===== src/design/u8sv_pkg.sv =====
`default_nettype none

package u8sv_pkg;

    localparam int unsigned CP_W = 21;

    localparam logic [CP_W-1:0] CP_MAX      = 21'h10FFFF;
    localparam logic [CP_W-1:0] SURR_LO     = 21'h00D800;
    localparam logic [CP_W-1:0] SURR_HI     = 21'h00DFFF;
    localparam logic [CP_W-1:0] MIN_2BYTE   = 21'h000080;
    localparam logic [CP_W-1:0] MIN_3BYTE   = 21'h000800;
    localparam logic [CP_W-1:0] MIN_4BYTE   = 21'h010000;

    // per-text decode state of the current span
    typedef struct packed {
        logic [2:0]      bytes_left;
        logic [2:0]      span_length;
        logic [CP_W-1:0] partial_code;
        logic            span_bad;
    } t_span_state;

    typedef struct packed {
        logic            zero_stop;   // zero byte at character start
        logic            lead;        // byte opened a new span
        logic            advance;     // byte counted in the offset
        logic            done;
        logic            err;
        logic [CP_W-1:0] code_point;
    } t_span_result;

    localparam t_span_state SPAN_RESET = '{
        bytes_left:   3'd0,
        span_length:  3'd0,
        partial_code: '0,
        span_bad:     1'b0
    };

    function automatic logic span_invalid(input t_span_state s);
        logic bad;
        bad = s.span_bad;
        if (s.span_length == 3'd2 && s.partial_code < MIN_2BYTE) bad = 1'b1;
        if (s.span_length == 3'd3 && s.partial_code < MIN_3BYTE) bad = 1'b1;
        if (s.span_length == 3'd4 && s.partial_code < MIN_4BYTE) bad = 1'b1;
        if (s.partial_code >= SURR_LO && s.partial_code <= SURR_HI) bad = 1'b1;
        if (s.partial_code > CP_MAX) bad = 1'b1;
        return bad;
    endfunction

endpackage

`default_nettype wire


===== src/design/u8sv_span_dec.sv =====
`default_nettype none

module u8sv_span_dec (
    input  var u8sv_pkg::t_span_state  i_state,
    input  wire logic [7:0]            i_text_byte,
    input  wire logic                  i_end_of_text,
    output u8sv_pkg::t_span_state      o_state,
    output u8sv_pkg::t_span_result     o_result
);
    import u8sv_pkg::*;

    t_span_state  n_st;
    t_span_result res;

    always_comb begin
        n_st = i_state;
        res  = '0;
        if (i_state.bytes_left == 3'd0) begin
            if (i_text_byte == 8'h00) begin
                res.zero_stop = 1'b1;
            end else begin
                res.lead      = 1'b1;
                res.advance   = 1'b1;
                n_st.span_bad = 1'b0;
                if (i_text_byte < 8'h80) begin
                    n_st.span_length  = 3'd1;
                    n_st.partial_code = {13'd0, i_text_byte};
                end else if (i_text_byte < 8'hC0) begin
                    // stray continuation byte
                    n_st.span_length  = 3'd1;
                    n_st.partial_code = '0;
                    n_st.span_bad     = 1'b1;
                end else if (i_text_byte < 8'hE0) begin
                    n_st.span_length  = 3'd2;
                    n_st.partial_code = {16'd0, i_text_byte[4:0]};
                end else if (i_text_byte < 8'hF0) begin
                    n_st.span_length  = 3'd3;
                    n_st.partial_code = {17'd0, i_text_byte[3:0]};
                end else if (i_text_byte < 8'hF8) begin
                    n_st.span_length  = 3'd4;
                    n_st.partial_code = {18'd0, i_text_byte[2:0]};
                end else if (i_text_byte < 8'hFC) begin
                    n_st.span_length  = 3'd5;
                    n_st.partial_code = '0;
                    n_st.span_bad     = 1'b1;
                end else if (i_text_byte < 8'hFE) begin
                    n_st.span_length  = 3'd6;
                    n_st.partial_code = '0;
                    n_st.span_bad     = 1'b1;
                end else begin
                    n_st.span_length  = 3'd1;
                    n_st.partial_code = '0;
                    n_st.span_bad     = 1'b1;
                end
                n_st.bytes_left = n_st.span_length - 3'd1;
            end
        end else begin
            if (i_text_byte[7:6] != 2'b10) n_st.span_bad = 1'b1;
            n_st.partial_code = {i_state.partial_code[CP_W-7:0], i_text_byte[5:0]};
            n_st.bytes_left   = i_state.bytes_left - 3'd1;
            res.advance       = 1'b1;
        end

        if (res.advance && n_st.bytes_left == 3'd0) begin
            res.done = 1'b1;
            res.err  = span_invalid(n_st);
        end
        // end of text cuts an unfinished span
        if (!res.done && i_end_of_text && n_st.bytes_left != 3'd0) begin
            res.done = 1'b1;
            res.err  = 1'b1;
        end
        res.code_point = (res.done && !res.err) ? n_st.partial_code : '0;
    end

    assign o_state  = n_st;
    assign o_result = res;

endmodule

`default_nettype wire


===== src/design/utf8_stream_validator.sv =====
`default_nettype none

// The result of an input transfer is registered and appears on the outputs in the cycle after the transfer.
// Throughput: one byte per cycle while the output is not stalled; the decode
// path is the span decoder plus the span-start select into the result register.
// Reset (synchronous, active low) empties the result register and returns the
// decode state to the start of a text; state also returns there after the
// end-of-text byte.
module utf8_stream_validator #(
    parameter int unsigned OFFSET_WIDTH = 32
) (
    input  wire logic        i_clk,
    input  wire logic        i_rst_n,
    input  wire logic        i_in_valid,
    output logic             o_in_ready,
    input  wire logic [7:0]  i_text_byte,
    input  wire logic        i_end_of_text,
    output logic             o_out_valid,
    input  wire logic        i_out_ready,
    output logic [20:0]      o_code_point,
    output logic             o_char_done,
    output logic             o_char_error,
    output logic [31:0]      o_char_offset,
    output logic             o_text_end,
    output logic             o_text_valid
);
    import u8sv_pkg::*;

    t_span_state  r_span;
    t_span_state  w_span_next;
    t_span_result w_res;

    logic [OFFSET_WIDTH-1:0] r_byte_count;
    logic [OFFSET_WIDTH-1:0] r_span_start;
    logic [OFFSET_WIDTH-1:0] n_span_start;
    logic                    r_stopped;
    logic                    r_all_good;
    logic                    n_all_good;
    logic                    w_accept;
    logic                    w_active;
    logic [31:0]             w_ofs_ext;

    logic                    r_out_valid;
    logic [CP_W-1:0]         r_code_point;
    logic                    r_char_done;
    logic                    r_char_error;
    logic [31:0]             r_char_offset;
    logic                    r_text_end;
    logic                    r_text_valid;

    u8sv_span_dec u_dec (
        .i_state       (r_span),
        .i_text_byte   (i_text_byte),
        .i_end_of_text (i_end_of_text),
        .o_state       (w_span_next),
        .o_result      (w_res)
    );

    assign o_in_ready = !r_out_valid || i_out_ready;
    assign w_accept   = i_in_valid && o_in_ready;
    assign w_active   = !r_stopped;

    always_comb begin
        n_span_start = w_res.lead ? r_byte_count : r_span_start;
        n_all_good   = r_all_good;
        if (w_active && w_res.done && w_res.err) n_all_good = 1'b0;
        w_ofs_ext    = 32'(n_span_start);
    end

    // decode state
    always_ff @(posedge i_clk) begin
        if (!i_rst_n) begin
            r_span       <= SPAN_RESET;
            r_byte_count <= '0;
            r_span_start <= '0;
            r_stopped    <= 1'b0;
            r_all_good   <= 1'b1;
        end else if (w_accept) begin
            if (i_end_of_text) begin
                r_span       <= SPAN_RESET;
                r_byte_count <= '0;
                r_span_start <= '0;
                r_stopped    <= 1'b0;
                r_all_good   <= 1'b1;
            end else if (w_active) begin
                r_span       <= w_span_next;
                r_span_start <= n_span_start;
                r_all_good   <= n_all_good;
                if (w_res.advance) r_byte_count <= r_byte_count + OFFSET_WIDTH'(1);
                if (w_res.zero_stop) r_stopped <= 1'b1;
            end
        end
    end

    // result register
    always_ff @(posedge i_clk) begin
        if (!i_rst_n) begin
            r_out_valid <= 1'b0;
        end else if (w_accept) begin
            r_out_valid <= 1'b1;
        end else if (i_out_ready) begin
            r_out_valid <= 1'b0;
        end
    end

    always_ff @(posedge i_clk) begin
        if (w_accept) begin
            r_code_point  <= w_active ? w_res.code_point : '0;
            r_char_done   <= w_active && w_res.done;
            r_char_error  <= w_active && w_res.err;
            r_char_offset <= (w_active && w_res.done) ? w_ofs_ext : 32'd0;
            r_text_end    <= i_end_of_text;
            r_text_valid  <= i_end_of_text && (w_active ? n_all_good : r_all_good);
        end
    end

    assign o_out_valid   = r_out_valid;
    assign o_code_point  = r_code_point;
    assign o_char_done   = r_char_done;
    assign o_char_error  = r_char_error;
    assign o_char_offset = r_char_offset;
    assign o_text_end    = r_text_end;
    assign o_text_valid  = r_text_valid;

endmodule

`default_nettype wire

===== config.mk =====
export PLATFORM = sky130hd
export DESIGN_NAME = utf8_stream_validator
export DESIGN_NICKNAME = d
export VERILOG_FILES = /design/src/design/u8sv_pkg.sv /design/src/design/u8sv_span_dec.sv /design/src/design/utf8_stream_validator.sv
export SDC_FILE = /design/constraint.sdc
export NUM_CORES = 1
export LEC_CHECK = 0
export CAP_MARGIN = 20
export CELL_PAD_IN_SITES_DETAIL_PLACEMENT = 1
export CELL_PAD_IN_SITES_GLOBAL_PLACEMENT = 2
export CORE_UTILIZATION = 43
export CTS_CLUSTER_DIAMETER = 150
export CTS_CLUSTER_SIZE = 40
export DETAILED_ROUTE_END_ITERATION = 16
export DONT_BUFFER_PORTS = 1
export PLACE_DENSITY_LB_ADDON = 0.1
export SLEW_MARGIN = 20
export SYNTH_ARGS = -nofsm -noshare
export SYNTH_HDL_FRONTEND = slang
export SYNTH_SLANG_ARGS = --single-unit

===== constraint.sdc =====
create_clock -name i_clk -period 8.8 [get_ports i_clk]
set_input_delay 1.76 -clock i_clk [delete_from_list [all_inputs] [get_ports i_clk]]
set_output_delay 1.76 -clock i_clk [all_outputs]
set_load 0.01 [all_outputs]

### Word level (Yosys, flattened, before mapping)

Index checks and enable logic that the tools add are counted.

* magnitude comparators: 13
* muxes and demuxes: 45
* reductions and logical operators: 27
* eq/ne operators: 5
* bitwise gates (word level): 1
* $add $sub $neg: 3

Operators with widths (count)
* $mux 32: 6
* $mux 24: 6
* $mux 28: 3
* $mux 25: 3
* $lt 8x8->1 const B: 7
* $add 32x1->32 const B: 1
* $mux 22: 1
* $ge 21x16->1 const B: 1
* $gt 21x21->1 const B: 1
* $le 21x16->1 const B: 1
* $lt 21x12->1 const B: 1
* $lt 21x17->1 const B: 1
* $lt 21x8->1 const B: 1
* $mux 1: 20
* $logic_and 1x1->1: 13
* $logic_not 8->1: 1
* $mux 2: 4
* $eq 3x2->1 const B: 2
* $logic_not 3->1: 2
* $mux 3: 2
* $sub 3x1->3 const B: 2
* $logic_not 1->1: 4
* $ne 2x2->1 const B: 2
* $reduce_bool 2->1: 2
* other kinds (7): 7

* bits of input ports: 13
* output and inout bits: 59
* flip-flop bits (word level): 152
* word-level logic and storage cells: 109

### Logic depth before layout (Yosys ltp)

Gate-level depths: netlist (run 1).

* depth after elaboration: 30
* depth in mapped cells: 11
* mapped depth without buffers: 10

### By module

From an unflattened synthesis (run 1), not the netlist that was laid out.

* cells, all modules: 765
* area total of the unflattened synthesis: 7285.7 um^2

Modules (own cells, without submodules)
* utf8_stream_validator: area each 6291.0 um^2, instances 1, sequential area each 3613.5 um^2, cells each 593
* u8sv_span_dec: area each 994.7 um^2, instances 1, sequential area each 0.0 um^2, cells each 172

### Worst setup path after synthesis (run 1)

No wires, ideal clock.

* path type: input to register
* start point: in i_out_ready
* end point: reg r_byte_count[22]
* library setup time: 0.128 ns
* arrival: 4.482 ns
* buffers on the path: 0
* stages on the path: 8
* setup slack: 4.191 ns
* required time: 8.672 ns
* path through: nand2b_1 -> nand2_1 -> inv_1 -> o2111a_1 -> nand4_1 -> nor3_1 -> xnor2_1 -> nor2_1

* cells in the longest elaborated chain, start to end: 3

RTL lines
* from (decl): line utf8_stream_validator.sv:19 `input wire logic i_out_ready,`
* $logic_or 1x1->1: line utf8_stream_validator.sv:59 `assign o_in_ready = !r_out_valid || i_out_ready;`
* $logic_and 1x1->1: line utf8_stream_validator.sv:60 `assign w_accept = i_in_valid && o_in_ready;`
* named net w_accept: line utf8_stream_validator.sv:39 `logic w_accept;`
* $reduce_and 3->1 (no line)
* to (signal assigned): line utf8_stream_validator.sv:89 `if (w_res.advance) r_byte_count <= r_byte_count + OFFSET_WIDTH'(1);`
* to (decl): line utf8_stream_validator.sv:33 `logic [OFFSET_WIDTH-1:0] r_byte_count;`

The timed path passes the listed nets, and every way through them passes these cells.
A chain may end at the register's enable or synchronous reset.

### Final worst setup path (run 1)

* start point: in i_text_byte[2]
* end point: reg r_char_offset[25] (netlist: o_char_offset[25]) (data pin)

* cells in the longest elaborated chain, start to end: 21
* elaborated cells between the ends (all ways): 33
* those cells by class: add/sub: 1; order compare: 7; mux: 17; reduce/logical: 8

RTL lines
* from (decl): line utf8_stream_validator.sv:16 `input wire logic [7:0] i_text_byte,`
* $lt 8x8->1: line u8sv_span_dec.sv:46 `end else if (i_text_byte < 8'hFE) begin`
* $mux 25: line u8sv_span_dec.sv:46
* $mux 25: line u8sv_span_dec.sv:42 `end else if (i_text_byte < 8'hFC) begin`
* $mux 24: line u8sv_span_dec.sv:39 `end else if (i_text_byte < 8'hF8) begin`
* $mux 24: line u8sv_span_dec.sv:36 `end else if (i_text_byte < 8'hF0) begin`
* $mux 24: line u8sv_span_dec.sv:33 `end else if (i_text_byte < 8'hE0) begin`
* $mux 25: line u8sv_span_dec.sv:28 `end else if (i_text_byte < 8'hC0) begin`
* $mux 24: line u8sv_span_dec.sv:25 `if (i_text_byte < 8'h80) begin`
* [4 not listed]
* $mux 3: line u8sv_span_dec.sv:18 `if (i_state.bytes_left == 3'd0) begin`
* $logic_not 3->1: line u8sv_span_dec.sv:64 `if (res.advance && n_st.bytes_left == 3'd0) begin`
* $logic_and 1x1->1: line u8sv_span_dec.sv:64
* $mux 2: line u8sv_span_dec.sv:64
* $logic_not 1->1: line u8sv_span_dec.sv:69 `if (!res.done && i_end_of_text && n_st.bytes_left != 3'd0) begin`
* $logic_and 1x1->1 (2 in series): line u8sv_span_dec.sv:69
* $mux 2: line u8sv_span_dec.sv:69
* $logic_and 1x1->1: line utf8_stream_validator.sv:111 `r_char_offset <= (w_active && w_res.done) ? w_ofs_ext : 32'd0;`
* to (signal assigned): line utf8_stream_validator.sv:111
* to (decl): line utf8_stream_validator.sv:47 `logic [31:0] r_char_offset;`

Parallel ways exist; a longest one is shown, timed or not. The select of a mux whose other input is x is not followed.

==> results.cfg, run 1 <==
[min_path]
holdPathStages = 2
hold_class = flop to flop

[floorplanning]
die_h_um = 128.8
io_pins = 72
coreArea_um2 = 15430
placementRows = 45
initial_core_util = 0.4479
die_area_um2 = 16580
dieWidth_um = 128.8

[worst_setup_path]
slowest_delay_ns = 0.61
critPathArrivalTime_ns = 4.41
crit_path_top_delay_cell = mux2i_4
start_kind = input pin
ff2ff_path_depth = 8
crit_required_ns = 8.97
crit_type = input pin to flop
endpoint_kind = flop
crit_path_cell_trace = or2b_1 -> a211oi_1 -> ha_1 -> o21ai_0 -> a31o_1 -> and4bb_4 -> mux2i_4 -> buf_4 -> a21oi_1
critical_path_peak_fanout = 18

[global_routing]
grtUsageMet3 = 0.05156
grt.busiest_layer = met2
grt_use_met1 = 0.2973
grt_start_max_net_pins = 65
grt_overflow = 0
grtUsageTotal = 0.2370
grt_pass1_vias = 5589
antenna_found_initial = 0
met2_usage = 0.4029
grt_pass1_wl_um = 29930

[clock_network]
post_cts_buffers = 0
cts_max_path_buffers = 2
clock_latency_ns = 0.43
tritoncts = yes
cts.htree.levels = 4
numCtsBuffers = 17
cts_hold_buffers = 0
clock_sinks = 152
clkTransAtPathRegs_ns = 0.06
cts-root-buf = clkbuf_16
cts_resized = 0

[job]
cap_violations = 0

[synth]
synth_fa_ha_area_frac = 0.007244
ys_seq_area_frac = 0.5230
ys_ff_latch = 152
syn_avg_cell_area_um2 = 9.704
synth-xor-area-share = 0.03169
ys_warn_count = 0
synth_top_family_by_area = simple AND/OR/NAND/NOR gates
synth_area_um2 = 6909
syn_inst = 712
synth_edf_count = 57
muxShareOfSynthArea = 0.004708
async_flop_share = 0
synth_compound_area_frac = 0.1693
synth.net_count = 729
synth.distinct_cells = 63
synth-simple-area-share = 0.2269
ys.flop_type = dfxtp_1

[place]
port_buffers = 0
dp_hpwl_um = 11420
gp_congestion = 0.8115

[detailed_routing]
wire_per_inst_um = 19.76
drtAntennaViolNets = 0
dr.pass1.iters = 4
drt_iter0_drc = 234
vias = 5310
vias_per_cell = 5.784
drc = 0
postRouteWirelength_um = 18140

[layout]
final_core_util = 0.4972
drive_gt1_frac = 0.1117
n_antenna_cell = 0
syn2layout_area_growth_pct = 11.03
final_nets = 711
fillCellCount = 1739

[timing]
setup_viol = 0
fmax_mhz = 235.9
relSlewSlack = 0.3099
period_minus_slack_ns = 4.239
rsz0062_at_grt = no
hold_violations = 0
finalClockSkew_ns = 0.01020
slew_viol_final = 0
tns_ns = 0
period_share = 0.4817
worst_slew_pin_slew_ns = 1.035

[power]
ir_worst_vdd_uv = 143.2
cellPowerDensity_nw_per_um2 = 215.5
power.leakage_nw = 2.400

[status]
outcome = finished clean
cell usage after synthesis, drive strengths merged, types with 3 or more instances:
cell type | number | area [um^2]
nand2b | 4 | 25.02
edfxtp | 57 | 1712
a21o | 4 | 30.03
o21ai | 19 | 102.6
or4 | 4 | 37.53
nand4 | 8 | 50.05
a21oi | 53 | 272.8
buf | 13 | 82.57
inv | 15 | 56.30
nor2b | 60 | 377.9
or3 | 8 | 50.05
nand2 | 96 | 360.4
xnor2 | 16 | 140.1
nor3 | 13 | 70.07
nand3 | 13 | 65.06
xor2 | 9 | 78.83
nor2 | 66 | 290.3
and3b | 3 | 26.28
clkbuf | 31 | 117.6
a31oi | 3 | 25.02
dfxtp | 95 | 1902
nor4 | 5 | 67.56
a32oi | 8 | 70.07
and3 | 4 | 25.02
ha | 4 | 50.05
a22oi | 64 | 480.5
and2 | 12 | 75.07
metrics by stage:
step / power (W) / instances / setup WS [ns] / hold slack [ns] / instance area [um^2]
floorplan: 0.0008778 / 712 / 4.191 / 0.4659 / 6909
global placement: 0.0009039 / 886 / 4.287 / 0.4758 / 7044
detailed placement: 0.0009088 / 886 / 4.129 / 0.5098 / 7044
CTS: 0.001669 / 918 / 4.552 / 0.5173 / 7671
global route: 0.001709 / 918 / 4.409 / 0.5458 / 7671
finish: 0.001653 / 918 / 4.561 / 0.5080 / 7671
critical path: cells and delay by family:
family | cells | cell delay, ns
buffers and inverters | 1 | 0.37
adder cells (fa/ha/maj) | 1 | 0.19
AO/OA/AOI/OAI | 4 | 0.86
AND/OR/NAND/NOR | 2 | 0.60
multiplexers | 1 | 0.61
per-layer routing:
metal | vias to the layer above | wire, um
met3 | 27 | 659
met4 | 0 | 300
li1 | 2493 | -
met2 | 93 | 9027
met1 | 2697 | 8157
met5 | - | 0
registers in the layout, indices dropped and copies added (netlist names):
name	flops
o_char_offset	32
r_byte_count	32
r_span_start	32
r_span	28
o_code_point	21
o_char_done	1
o_char_error	1
o_out_valid	1
o_text_end	1
o_text_valid	1
r_all_good	1
r_stopped	1
where the power goes:
part / switching [W] / internal (W) / total, W
registers: 0.0000178 / 0.000751 / 0.000768
clock network: 0.000289 / 0.000472 / 0.000761
logic: 0.0000911 / 0.0000328 / 0.000124
placed cells by master (no fill, tap or decap), types with 5 or more instances in the layout:
master / count
or3_1: 8
a21oi_1: 51
xnor2_1: 16
nor2_2: 17
nor2_1: 47
nand2_1: 96
a22oi_1: 64
xor2_1: 9
a32oi_1: 8
o21ai_0: 16
dfxtp_1: 95
nor3_1: 12
buf_4: 7
edfxtp_1: 57
nand3_1: 13
and2_1: 12
inv_1: 13
clkbuf_16: 18
nand4_1: 8
nor2b_1: 59
clkbuf_8: 5
path summary, 6_finish.rpt:
| check | start | endpoint | slack, ns |
|---|---|---|---|
| worst max register to register | r_span[25]$_SDFFE_PN0P_ | o_char_offset[25]$_SDFFCE_PN0P_ | 5.20 |
| worst min register to register | r_all_good$_SDFFE_PN1P_ | r_all_good$_SDFFE_PN1P_ | 0.51 |
| worst min-delay path | r_all_good$_SDFFE_PN1P_ | r_all_good$_SDFFE_PN1P_ | 0.51 |
| worst max-delay path | i_text_byte[2] | o_char_offset[25]$_SDFFCE_PN0P_ | 4.56 |
final cells by class:
cell class                 instances  area [um^2]  area share
clock buffer                      23        519.2     0.06769
clock inverter                     9        107.6     0.01403
inverter                          15        56.30    0.007340
multi-input combinational        501         3058      0.3986
sequential                       152         3613      0.4710
tap                              211        264.0     0.03442
timing repair buffer               7        52.55    0.006850
cell families after synthesis:
group,Yosys count
AOI/OAI and AO/OA,170
xor gates and xnor gates,25
adders and majority gates,4
buffers and inverters,59
DFF,152
muxes,2
and+or+nand+nor,300
No activity file was read; power rests on OpenSTA's default activity.
==> inputs of run 2 (changes only) <==
ABC_AREA = 1   (was unset)
CORE_UTILIZATION = 34   (was 43)
clock period = 3.7 ns   (was 8.8 ns; I/O delays follow)
==> run 2 against run 1 <==
Against the previous run:
- the flow now finishes with violations (DRC)
- combinational power increased to 3.5 times the previous value
- wire length is 18% higher
- count of clock-buffer cells in the layout decreased by 6
- power rose by 140%
- cell count increased by 39%
- flip-flop and latch count stayed put
- first-iteration DRC count grew 47%
- synthesized cell count up 40%
- sequential power increased by 140%
- cell area is 12% higher
==> results.cfg, run 2 <==
[clock_network]
cts_max_path_buffers = 2
cts-root-buf = clkbuf_16
clock_latency_ns = 0.43
clock_sinks = 152
cts_resized = 0
cts_hold_buffers = 0
clkTransAtPathRegs_ns = 0.07
post_cts_buffers = 0
numCtsBuffers = 17
tritoncts = yes
cts.htree.levels = 4

[synth]
synth_compound_area_frac = 0.1211
synth_fa_ha_area_frac = 0.006484
synth-xor-area-share = 0.01702
syn_avg_cell_area_um2 = 7.750
synth_top_area_share = 0.2464
syn_inst = 996
ys_ff_latch = 152
synth-simple-area-share = 0.2843
synth_area_um2 = 7719
ys.flop_type = dfxtp_1
synth_common_cells = 215 x nand2_1, 146 x inv_1, 123 x nor2_1, 95 x dfxtp_1, 63 x a21oi_1
ys_seq_area_frac = 0.4681
synth_top_family_by_area = simple AND/OR/NAND/NOR gates
synth.net_count = 1013
synth_edf_count = 57
async_flop_share = 0
synth_area_leaders = dfxtp_1 25%, edfxtp_1 22%, nand2_1 10%, inv_1 7.1%, nor2_1 6.0%
ys_warn_count = 0
yosysMostFrequentCell = nand2_1
synth.distinct_cells = 48
synth_top_area_cell = dfxtp_1
muxShareOfSynthArea = 0

[timing]
relSlewSlack = 0.4458
setup_viol = 0
tns_ns = 0
hold_violations = 0
hold_slack_ns = 0.4230
finalClockSkew_ns = 0.01352
period_share = 0.8211
fmax_mhz = 329.1
rsz0062_at_grt = no
worst_slew_pin_slew_ns = 0.8313
period_minus_slack_ns = 3.038
slew_viol_final = 0

[place]
placedInstanceArea_um2 = 8004
port_buffers = 0
dp_hpwl_um = 15080
gp_congestion = 0.8358

[worst_setup_path]
r2r-end = o_code_point[19]$_SDFFCE_PP0P_
crit_type = flop to flop
ff2ff_path_depth = 14
critical_path_peak_fanout = 21
worstSetupEndpoint = o_code_point[19]$_SDFFCE_PP0P_
crit_required_ns = 3.99
cp-startpoint = r_span[26]$_SDFFE_PN0P_
reg2reg_slack_ns = 0.66
endpoint_kind = flop
crit-reg2reg-launch = r_span[26]$_SDFFE_PN0P_
critPathArrivalTime_ns = 3.33
start_kind = flop

[global_routing]
grt_start_max_net_pins = 60
grt_pass1_wl_um = 35330
grt_overflow = 0
grtUsageTotal = 0.1930
grt_pass1_vias = 6403
antenna_found_initial = 0

[min_path]
hold_class = input pin to flop
holdPathStages = 0

[floorplanning]
initial_core_util = 0.3504
dieWidth_um = 152.7
die_h_um = 152.7
placementRows = 54
io_pins = 72
die_area_um2 = 23310
coreArea_um2 = 22030

[layout]
final_area_um2 = 8569
final_cell_mix = 215 x nand2_1, 146 x inv_1, 122 x nor2_1, 95 x dfxtp_1, 62 x a21oi_1
fillCellCount = 2678
final_nets = 1003
n_antenna_cell = 0
syn2layout_area_growth_pct = 11.02
layout.cells.most_common = nand2_1
drive_gt1_frac = 0.1081

[detailed_routing]
vias_per_cell = 4.898
postRouteWirelength_um = 21340
drtAntennaViolNets = 0
vias = 6265
drc = 7
drt_iter0_drc = 344
wire_per_inst_um = 16.68
dr.pass1.iters = 13

[job]
cap_violations = 0

[power]
ir_worst_vdd_uv = 286.8
cellPowerDensity_nw_per_um2 = 468.3
power.leakage_nw = 2.906

[status]
outcome = complete, but fails checks
violations = DRC
==> run 2: cell count changes in the layout (fill, tap and decap cells not counted), moves of 13 or more <==
cell / previous run / this run
o22ai_1: 1 / 35
inv_1: 13 / 146
o21ai_0: 16 / 43
nor2_2: 17 / 4
nor2_1: 47 / 122
a22oi_1: 64 / 0
nor3_1: 12 / 25
xnor2_1: 16 / 1
nor2_4: 2 / 21
nand2_1: 96 / 215
nor2b_1: 59 / 0
==> run 2: where the power goes <==
| group | internal, W | switching (W) | leakage, nW | total (W) |
|---|---|---|---|---|
| Combinational | 0.000116 | 0.000324 | 1.29 | 0.000440 |
| Sequential | 0.00181 | 0.0000518 | 1.34 | 0.00186 |
| Clock | 0.000941 | 0.000768 | 0.274 | 0.00171 |
==> run 2: logic make-up (layout without fill, tap and decap cells) <==
| group | count (synthesis) | in the layout |
|---|---|---|
| DFF | 152 | 152 |
| xor gates and xnor gates | 15 | 15 |
| and+or+nand+nor | 464 | 464 |
| AOI/OAI and AO/OA | 165 | 165 |
| buffers and inverters | 196 | 199 |
| adders and majority gates | 4 | 4 |
==> run 2: worst min-delay path by stage <==
stage	startpoint	to	slack (ns)
floorplan	r_all_good$_SDFFE_PN1P_	r_all_good$_SDFFE_PN1P_	0.44
global placement	r_span[26]$_SDFFE_PN0P_	r_span[26]$_SDFFE_PN0P_	0.45
detailed placement	r_span[26]$_SDFFE_PN0P_	r_span[26]$_SDFFE_PN0P_	0.46
CTS	i_end_of_text	o_text_end$_DFFE_PP_	0.41
global route	i_end_of_text	o_text_end$_DFFE_PP_	0.40
finish	i_end_of_text	o_text_end$_DFFE_PP_	0.42
==> run 2: per-stage QoR <==
step | total power [W] | std cells | setup slack, ns | utilization
after floorplan | 0.002230 | 996 | 0.4458 | -
after global placement | 0.002348 | 1247 | 0.6016 | 0.3634
after detailed placement | 0.002349 | 1247 | 0.5398 | 0.3634
after global routing | 0.004212 | 1279 | 0.4963 | 0.3891
final | 0.004013 | 1279 | 0.6619 | 0.3891
after CTS | 0.004081 | 1279 | 0.6824 | 0.3891
==> run 2: metal layers <==
layer  GRT usage  routed length [um]
met2      0.2809                8921
met5           0                   0
met1      0.2876               11320
met4     0.05628                 197
met3     0.03527                 896
==> run 2: critical path: stages, from the launching register on <==
cell,delay [ns]
dfxtp_1,0.31
inv_1,0.14
ha_1,0.17
inv_1,0.04
nor2_2,0.14
buf_4,0.23
o21ai_4,0.12
buf_4,0.22
a21oi_1,0.35
nand2_1,0.10
nor2_1,0.15
and2_2,0.18
nand4_4,0.34
buf_12,0.31
nor2_4,0.08
==> run 2: cell type report <==
cell class | instances | area (um^2) | area share
Clock buffer | 17 | 425.4 | 0.04964
Clock inverter | 15 | 140.1 | 0.01635
Inverter | 154 | 578.1 | 0.06746
Multi-Input combinational cell | 648 | 3339 | 0.3897
Sequential cell | 152 | 3613 | 0.4217
Tap cell | 280 | 350.3 | 0.04088
Timing Repair Buffer | 13 | 122.6 | 0.01431
